==> src/ebvc_pkg.sv <==
`default_nettype none
package ebvc_pkg;

  // Item kind carried on in_tuser
  typedef enum logic [1:0] {
    ACT_WRITE = 2'd0,
    ACT_READ  = 2'd1,
    ACT_STOP  = 2'd2,
    ACT_TICK  = 2'd3
  } action_t;

  // Register addresses on the byte bus
  localparam logic [7:0] REG_STATUS = 8'h01;
  localparam logic [7:0] REG_CMD    = 8'h02;
  localparam logic [7:0] REG_MOVE   = 8'h03;
  localparam logic [7:0] REG_TARGET = 8'h04;

  localparam logic [7:0] STATUS_BASE = 8'h80;
  localparam logic [7:0] CMD_RESET   = 8'h80;

  // Command byte bits
  localparam int CMD_LOAD_BIT   = 4;
  localparam int CMD_REBASE_BIT = 5;
  localparam int CMD_OPEN_BIT   = 6;

  localparam int IN_TDATA_W  = 48;
  localparam int OUT_TDATA_W = 24;

  typedef struct packed {
    logic [7:0] status_now;
    logic       valve_open;
    logic [7:0] read_byte;
  } out_item_t;

  localparam int OUT_ITEM_W = $bits(out_item_t);

endpackage
`default_nettype wire

==> src/encoder_batch_valve_controller_top.sv <==
`default_nettype none
// Channel | Dir | tdata (low bit up)                                   | tuser
// in_     | in  | bus_byte[7:0], encoder_count[39:8], start_press[40], | action[1:0]
//         |     | stop_press[41], zero[47:42]                          |
// out_    | out | read_byte[7:0], valve_open[8], status_now[16:9],     | -
//         |     | zero[23:17]                                          |
//
// One item per cycle while in_tready is high: each item is resolved in one pass of
// combinational logic (one COUNT_WIDTH subtract, a sign test and 32-bit target
// compares) from the state registers.
// A two-entry output (register plus skid) lets an input transfer proceed while one
// result waits; in_tready drops only when both entries hold results.
// rst_n is synchronous, active low; it restores all controller state.
module encoder_batch_valve_controller_top #(
  parameter int COUNT_WIDTH = 32
) (
  input  wire logic                               clk,
  input  wire logic                               rst_n,
  input  wire logic                               in_tvalid,
  output logic                                    in_tready,
  // bus_byte[7:0], encoder_count[39:8], start_press[40], stop_press[41]
  input  wire logic [ebvc_pkg::IN_TDATA_W-1:0]    in_tdata,
  // action[1:0]
  input  wire logic [1:0]                         in_tuser,
  output logic                                    out_tvalid,
  input  wire logic                               out_tready,
  // read_byte[7:0], valve_open[8], status_now[16:9]
  output logic [ebvc_pkg::OUT_TDATA_W-1:0]        out_tdata
);
  import ebvc_pkg::*;

  // Input fields
  action_t                 action;
  logic [7:0]              bus_byte;
  logic [31:0]             encoder_count;
  logic                    start_press;
  logic                    stop_press;

  assign action        = action_t'(in_tuser);
  assign bus_byte      = in_tdata[7:0];
  assign encoder_count = in_tdata[39:8];
  assign start_press   = in_tdata[40];
  assign stop_press    = in_tdata[41];

  // Controller state
  logic                    addr_seen_r,  addr_seen_nxt;
  logic [7:0]              reg_addr_r,   reg_addr_nxt;
  logic                    stat_armed_r, stat_armed_nxt;
  logic                    move_armed_r, move_armed_nxt;
  logic [7:0]              cmd_r,        cmd_nxt;
  logic                    cmd_pend_r,   cmd_pend_nxt;
  logic [1:0]              idx_r,        idx_nxt;
  logic [7:0]              tgt_bytes_r  [4];
  logic [7:0]              tgt_bytes_nxt[4];
  logic [7:0]              move_bytes_r  [4];
  logic [7:0]              move_bytes_nxt[4];
  logic [31:0]             tgt_val_r,    tgt_val_nxt;
  logic [COUNT_WIDTH-1:0]  base_r,       base_nxt;
  logic [7:0]              status_r,     status_nxt;
  logic                    started_r,    started_nxt;
  logic                    stopped_r,    stopped_nxt;
  logic                    valve_r,      valve_nxt;

  // Output buffering
  logic                    out_valid_r,  out_valid_nxt;
  out_item_t               out_item_r,   out_item_nxt;
  logic                    skid_valid_r, skid_valid_nxt;
  out_item_t               skid_item_r,  skid_item_nxt;

  logic                    in_acc;
  logic                    out_take;
  logic [7:0]              rd_byte;
  logic [COUNT_WIDTH-1:0]  count;
  logic signed [COUNT_WIDTH-1:0] mv;
  logic signed [COUNT_WIDTH-1:0] mv_eff;
  logic [31:0]             mv32;
  logic                    positive;
  out_item_t               new_item;

  assign in_tready = !skid_valid_r;
  assign in_acc    = in_tvalid && in_tready;
  assign out_take  = out_valid_r && out_tready;

  assign count    = encoder_count[COUNT_WIDTH-1:0];
  assign mv       = signed'(count - base_r);
  assign positive = (mv > 0);
  assign mv32     = 32'(mv);

  always_comb begin
    addr_seen_nxt  = addr_seen_r;
    reg_addr_nxt   = reg_addr_r;
    stat_armed_nxt = stat_armed_r;
    move_armed_nxt = move_armed_r;
    cmd_nxt        = cmd_r;
    cmd_pend_nxt   = cmd_pend_r;
    idx_nxt        = idx_r;
    tgt_bytes_nxt  = tgt_bytes_r;
    move_bytes_nxt = move_bytes_r;
    tgt_val_nxt    = tgt_val_r;
    base_nxt       = base_r;
    status_nxt     = status_r;
    started_nxt    = started_r;
    stopped_nxt    = stopped_r;
    valve_nxt      = valve_r;
    mv_eff         = mv;
    rd_byte        = 8'h00;

    unique case (action)
      ACT_WRITE: begin
        if (!addr_seen_r) begin
          reg_addr_nxt  = bus_byte;
          addr_seen_nxt = 1'b1;
          if (bus_byte == REG_STATUS) begin
            stat_armed_nxt = 1'b1;
          end else if (bus_byte == REG_MOVE) begin
            move_armed_nxt = 1'b1;
          end
        end else if (reg_addr_r == REG_CMD) begin
          cmd_nxt      = bus_byte;
          cmd_pend_nxt = 1'b1;
        end else if (reg_addr_r == REG_TARGET) begin
          tgt_bytes_nxt[idx_r] = bus_byte;
          idx_nxt              = idx_r + 2'd1;
        end
      end
      ACT_READ: begin
        if (stat_armed_r) begin
          rd_byte        = status_r;
          stat_armed_nxt = 1'b0;
        end else if (move_armed_r) begin
          rd_byte = move_bytes_r[idx_r];
          // last byte ends the movement read
          if (idx_r == 2'd3) begin
            move_armed_nxt = 1'b0;
          end
          idx_nxt = idx_r + 2'd1;
        end
      end
      ACT_STOP: begin
        addr_seen_nxt = 1'b0;
        idx_nxt       = 2'd0;
      end
      ACT_TICK: begin
        status_nxt = STATUS_BASE | {1'b0, valve_r, positive, started_r, stopped_r, 3'b000};
        if (positive) begin
          move_bytes_nxt[0] = mv32[31:24];
          move_bytes_nxt[1] = mv32[23:16];
          move_bytes_nxt[2] = mv32[15:8];
          move_bytes_nxt[3] = mv32[7:0];
        end
        if (cmd_pend_r) begin
          if (cmd_r[CMD_LOAD_BIT]) begin
            tgt_val_nxt = {tgt_bytes_r[0], tgt_bytes_r[1], tgt_bytes_r[2], tgt_bytes_r[3]};
          end
          if (cmd_r[CMD_REBASE_BIT]) begin
            base_nxt = count;
            mv_eff   = '0;
          end
          valve_nxt    = cmd_r[CMD_OPEN_BIT];
          started_nxt  = cmd_r[CMD_OPEN_BIT];
          stopped_nxt  = !cmd_r[CMD_OPEN_BIT];
          cmd_pend_nxt = 1'b0;
        end
        if (start_press) begin
          base_nxt    = count;
          mv_eff      = '0;
          valve_nxt   = 1'b1;
          started_nxt = 1'b1;
          stopped_nxt = 1'b0;
        end
        if (stop_press) begin
          valve_nxt   = 1'b0;
          started_nxt = 1'b0;
          stopped_nxt = 1'b1;
        end
        // auto-close once a started batch reaches its target
        if (started_nxt && (tgt_val_nxt != 32'd0) && (32'(mv_eff) >= tgt_val_nxt)) begin
          valve_nxt   = 1'b0;
          started_nxt = 1'b0;
          stopped_nxt = 1'b1;
        end
      end
      default: begin
      end
    endcase
  end

  assign new_item = '{status_now: status_nxt, valve_open: valve_nxt, read_byte: rd_byte};

  always_comb begin
    out_valid_nxt  = out_valid_r;
    out_item_nxt   = out_item_r;
    skid_valid_nxt = skid_valid_r;
    skid_item_nxt  = skid_item_r;
    if (!out_valid_r || out_take) begin
      // advance skid entry first, else take the new transfer directly
      if (skid_valid_r) begin
        out_valid_nxt  = 1'b1;
        out_item_nxt   = skid_item_r;
        skid_valid_nxt = 1'b0;
      end else begin
        out_valid_nxt = in_acc;
        if (in_acc) begin
          out_item_nxt = new_item;
        end
      end
    end else if (in_acc) begin
      skid_valid_nxt = 1'b1;
      skid_item_nxt  = new_item;
    end
  end

  assign out_tvalid = out_valid_r;
  assign out_tdata  = {(OUT_TDATA_W - OUT_ITEM_W)'(0), out_item_r};

  always_ff @(posedge clk) begin
    if (!rst_n) begin
      addr_seen_r  <= 1'b0;
      reg_addr_r   <= 8'h00;
      stat_armed_r <= 1'b0;
      move_armed_r <= 1'b0;
      cmd_r        <= CMD_RESET;
      cmd_pend_r   <= 1'b0;
      idx_r        <= 2'd0;
      for (int i = 0; i < 4; i++) begin
        tgt_bytes_r[i]  <= 8'h00;
        move_bytes_r[i] <= 8'h00;
      end
      tgt_val_r    <= 32'd0;
      base_r       <= '0;
      status_r     <= STATUS_BASE;
      started_r    <= 1'b0;
      stopped_r    <= 1'b0;
      valve_r      <= 1'b0;
      out_valid_r  <= 1'b0;
      skid_valid_r <= 1'b0;
    end else begin
      if (in_acc) begin
        addr_seen_r  <= addr_seen_nxt;
        reg_addr_r   <= reg_addr_nxt;
        stat_armed_r <= stat_armed_nxt;
        move_armed_r <= move_armed_nxt;
        cmd_r        <= cmd_nxt;
        cmd_pend_r   <= cmd_pend_nxt;
        idx_r        <= idx_nxt;
        tgt_bytes_r  <= tgt_bytes_nxt;
        move_bytes_r <= move_bytes_nxt;
        tgt_val_r    <= tgt_val_nxt;
        base_r       <= base_nxt;
        status_r     <= status_nxt;
        started_r    <= started_nxt;
        stopped_r    <= stopped_nxt;
        valve_r      <= valve_nxt;
      end
      out_valid_r  <= out_valid_nxt;
      skid_valid_r <= skid_valid_nxt;
    end
  end

  always_ff @(posedge clk) begin
    out_item_r  <= out_item_nxt;
    skid_item_r <= skid_item_nxt;
  end

  a_skid_behind_out: assert property (@(posedge clk) disable iff (!rst_n)
    skid_valid_r |-> out_valid_r)
    else $error("skid entry holds a result while output register is empty");

  a_valve_run: assert property (@(posedge clk) disable iff (!rst_n)
    valve_r |-> (started_r && !stopped_r))
    else $error("valve open without a started batch");

  a_read_zero: assert property (@(posedge clk) disable iff (!rst_n)
    (in_acc && (action != ACT_READ)) |-> (rd_byte == 8'h00))
    else $error("nonzero read byte on a non-read item");

  a_status_top: assert property (@(posedge clk) disable iff (!rst_n)
    out_valid_r |-> (out_item_r.status_now[7] && (out_item_r.status_now[2:0] == 3'b000)))
    else $error("malformed status byte on output");

  a_move_done: assert property (@(posedge clk) disable iff (!rst_n)
    (in_acc && (action == ACT_READ) && !stat_armed_r && move_armed_r && (idx_r == 2'd3))
      |=> (!move_armed_r && (idx_r == 2'd0)))
    else $error("movement read did not close after its last byte");

endmodule
`default_nettype wire
==> config.mk <==
export PLATFORM = sky130hd
export DESIGN_NAME = encoder_batch_valve_controller_top
export DESIGN_NICKNAME = d
export VERILOG_FILES = /design/src/ebvc_pkg.sv /design/src/encoder_batch_valve_controller_top.sv
export SDC_FILE = /design/constraint.sdc
export NUM_CORES = 1
export LEC_CHECK = 0
export BUFFER_PORTS_ARGS = -buffer_cell sky130_fd_sc_hd__buf_2
export CAP_MARGIN = 10
export CELL_PAD_IN_SITES_DETAIL_PLACEMENT = 2
export CELL_PAD_IN_SITES_GLOBAL_PLACEMENT = 2
export CORE_AREA = 2 2 157 198
export DETAILED_ROUTE_END_ITERATION = 7
export DIE_AREA = 0 0 159 200
export PLACE_DENSITY = 0.85
export SYNTH_ARGS = -nofsm -noshare
export SYNTH_HDL_FRONTEND = slang
export SYNTH_SLANG_ARGS = --single-unit
export TNS_END_PERCENT = 10
==> constraint.sdc <==
create_clock -name clk -period 5.2 [get_ports clk]
set_input_delay 0.26 -clock clk [delete_from_list [all_inputs] [get_ports clk]]
set_output_delay 0.26 -clock clk [all_outputs]
set_load 0.05 [all_outputs]
==> metrics.md <==
| Metric | Value |
|---|---|
| Worst Skew | `roughly 0.011 ns` |
| Avg Inst Size Synth | `about 8.6 µm²` |
| Clock slew at reported path FFs | `roughly 0.080 ns` |
| Synth top area share | `28.2%` |
| Post-synth EDFFs | `34` |
| Setup crit end kind | `flip-flop` |
| Worst r2r src | `base_r[0]` |
| Register bit count reported by yosys | `roughly 190` |
| Final WS setup | `a little under 0.2 ns` |
| YS warnings | `0` |
| I/O pin count | `80` |
| Sequential element share of the synthesized area | `37.2%` |
| Area growth from synthesis to layout | `11.3%` |
| Tightest Pin Transition | `~0.85 ns` |
| Fin. Hold Viols | `0` |
| Root Buffer | `clkbuf_16` |
| R2R setup slack | `0.20 ns` |
| Placed cell area | `around 12,000 µm²` |
| ANT nets after route | `0` |
| CP arrival | `between 5 and 6 ns` |
| Leak | `between 5 and 6 nW` |
| Final Non-Filler Cells | `1,755` |
| Synth area leaders | `dfxtp_1 28%, edfxtp_1 9.1%, ha_1 7.9%` |
| IO Port Bufs | `66` |
| Delay-heaviest family, CP | `compound AO/OA/AOI/OAI gates` |
| WHS Path Cells | `3` |
| Htree depth | `4` |
| R2R Path End | `out_tdata[8]` |
| Min-Delay Startpoint | `in_tdata[23]` |
| Initial Util | `approximately 38%` |
| Die Y | `200 µm` |
| Drt first-iter violations | `497` |
| Post-DP HPWL | `approximately 28 mm` |
| Drt total wl | `approximately 40 mm` |
| Cell variety after synth | `72` |
| Crit Path Class | `flip-flop to flip-flop` |
| Slew margin rel. | `a little over two fifths` |
| Die width | `approximately 160 µm` |
| Top cells by count, synth | `180 x nand2_1, 158 x dfxtp_1, 143 x nor2_1` |
| Status | `finished, final reports clean` |
| Crit-path cells | `ha_1 -> inv_1 -> fa_1 -> a21o_1 -> a221o_1 -> a21o_1 -> a41o_2 -> a21boi_2 -> o21ai_1 -> xnor2_1 -> nor2_1 -> ha_1 -> a21o_1 -> a21o_1 -> a21oi_1 -> o21ai_1 -> o21bai_1 -> o311ai_2 -> buf_4 -> a21bo_2 -> a31oi_1` |
| Drt pass-1 iters | `5` |
| Final setup fails | `0` |
| Number of global-route vias before repair | `11,222` |
| Top_reg_cell synth | `dfxtp_1` |
| Hold Path End | `base_r[15]` |
| Slew Viols, Final | `0` |
| Antenna Diode Count | `0` |
| Gp weighted congestion | `about 0.9` |
| Tcrit/Tclk final | `between 90% and 100%` |
| Core ar. | `a little under 30,000 µm²` |
| DR vias/cell | `5.79` |
| CTS tree | `built` |
| Sequential cell area | `roughly 4200 µm²` |
| Clk_lat worst skew | `0.46 ns` |
| DR DRC count | `0` |
| Die area | `approximately 32,000 µm²` |
| GR Overflow Total | `0` |
| Startpoint types | `flip-flop` |
| Asr flop ratio synth | `0%` |
| Vias | `between 10,000 and 15,000` |
| PwrDens | `approximately 290 nW/µm²` |
| Initial antenna violation count | `0` |
| Synth Cell Area | `11,200 µm²` |
| RSZ-0062 raised after global routing | `no` |
| Maxcap violations | `0` |
| Cells after Synth | `around 1,300` |
| Post-synth top area cell | `dfxtp_1` |
| Hold Path Class | `primary input to flip-flop` |
| Rows | `71` |
| Largest net degree at the start of global routing | `79` |
| Worst vdd ir | `between 150 and 200 µV` |
| Critical Path RT | `~5.5 ns` |
| Worst path bufs/invs | `2` |
| Fillers | `between 3,000 and 4,000` |
| FF-to-FF path depth | `21` |
| Critical path fanouts, max | `5` |
| Final nets | `between 1,000 and 1,500` |
| Placed Cells | `~1,700` |
| Most common cell on crit path | `a21o_1` |
| Drt wl/cell | `22.9 µm` |
| Worst slack, placed | `-0.0421 ns` |
| Layout cell share with drive strength beyond 1 | `between 10% and 20%` |
| Clk buf depth | `2` |
| Tot GR Track Use | `around a quarter` |
| Layout Cell Area excl Fill | `roughly 13,000 µm²` |
| CP max-delay cell | `fa_1` |
| CP max stage delay | `between 0.4 and 0.5 ns` |
| Top-count cell post-synth | `nand2_1` |
| Multi-input gate area | `roughly 6500 µm²` |
| CTS Buf Count | `17` |
| Max frequency | `about 200 MHz` |
| Clock Sinks | `around 190` |
| Fin crit period | `approximately 5.0 ns` |
| First-pass GRT wire length | `63.8 mm` |
[through the flow]
stage	TNS (ns)	util (%)	power [mW]	hold WS, ns
after CTS	0	41.9	3.63	0.0369
after global routing	0	41.9	3.76	0.0569
after detailed placement	-0.0421	40.0	2.32	0.451
final	0	41.9	3.61	0.0476
after floorplan	0	-	2.07	0.396
after global placement	0	40.0	2.28	0.442
[layout by cell type, fill, tap and decap left out, types with 9 or more instances in the layout]
master     netlist  routed
xnor2_1         15      15
nand4_1         18      18
a21o_1          36      36
o21ai_0         35      33
nor3_1          20      20
nor4_1          12      12
and3_1          25      25
edfxtp_1        34      34
nand3_1         14      14
mux2_2          22      22
buf_4            8      25
and2_1          10       9
dfxtp_1        158     158
o31ai_1         12      12
mux2i_1         76      76
a21oi_1        110     110
ha_1            71      71
a31oi_1         11      11
nand2_1        180     179
buf_2            4      66
inv_1           49      48
clkbuf_16        0      17
a211oi_1        39      39
nor2_1         143     142
[sequential cells by signal, indices dropped and copies added (netlist names), 2 cells and up]
register,flops
tgt_bytes_r,32
idx_r,2
move_bytes_r,32
base_r,32
out_tdata,17
status_r,8
reg_addr_r,8
cmd_r,3
skid_item_r,17
tgt_val_r,32
[tightest hold or removal path, cell delays in order]
cell and delay (ns):
buf_2 0.11, nand2_1 0.05, a21oi_1 0.05
[repair_timing]
action                     CTS  global route
setup buffers                0             0
gates cloned                 0             0
pin swaps                    1             2
setup endpoints to repair    2             4
hold buffers                 0             0
resized for setup            1             5
[final cells by class]
cell class	instances	area share [%]
clock buffers	17	3.40
flip-flops and latches	192	33.5
repair buffers	92	4.30
well taps	401	4.01
inverters	49	1.49
multi-input cells	989	52.3
clock inverters	15	1.06
[how the worst max path moves through the flow]
| stage | startpoint | end | slack (ns) | depth (start not counted) |
|---|---|---|---|---|
| 3_3_place_gp | in_tdata[8] | out_tdata[8] | 0.17 | 22 |
| 3_5_place_dp | in_tdata[8] | out_tdata[8] | -0.04 | 22 |
| 6_report | base_r[0] | out_tdata[8] | 0.20 | 21 |
| 5_1_grt | base_r[0] | out_tdata[8] | 0.007 | 20 |
| 2_1_floorplan | base_r[0] | out_tdata[8] | 0.57 | 19 |
| 4_1_cts | base_r[0] | out_tdata[8] | 0.03 | 20 |
[cells by family after synthesis]
group / synth area share, %
DFF: 37.2
other: 0.0334
muxes: 10.6
AOI/OAI and AO/OA: 18.0
adders and majority gates: 8.08
buffers and inverters: 4.96
xor gates and xnor gates: 1.94
and+or+nand+nor: 19.2
[metal layers]
layer	up-vias	part of all wire, %	track usage [%]	wire length [µm]
li1	4718	-	-	-
met1	5125	39	27.7	15700
met2	216	53	48.3	21100
met3	107	3.3	4.21	1310
met4	0	5.1	14.1	2040
met5	-	0	0	0
[where the power goes]
part / switching, mW / internal (mW)
logic: 0.481 / 0.249
clock network: 0.666 / 0.629
registers: 0.0324 / 1.56
Note: power is estimated with default switching activity, not from simulation.
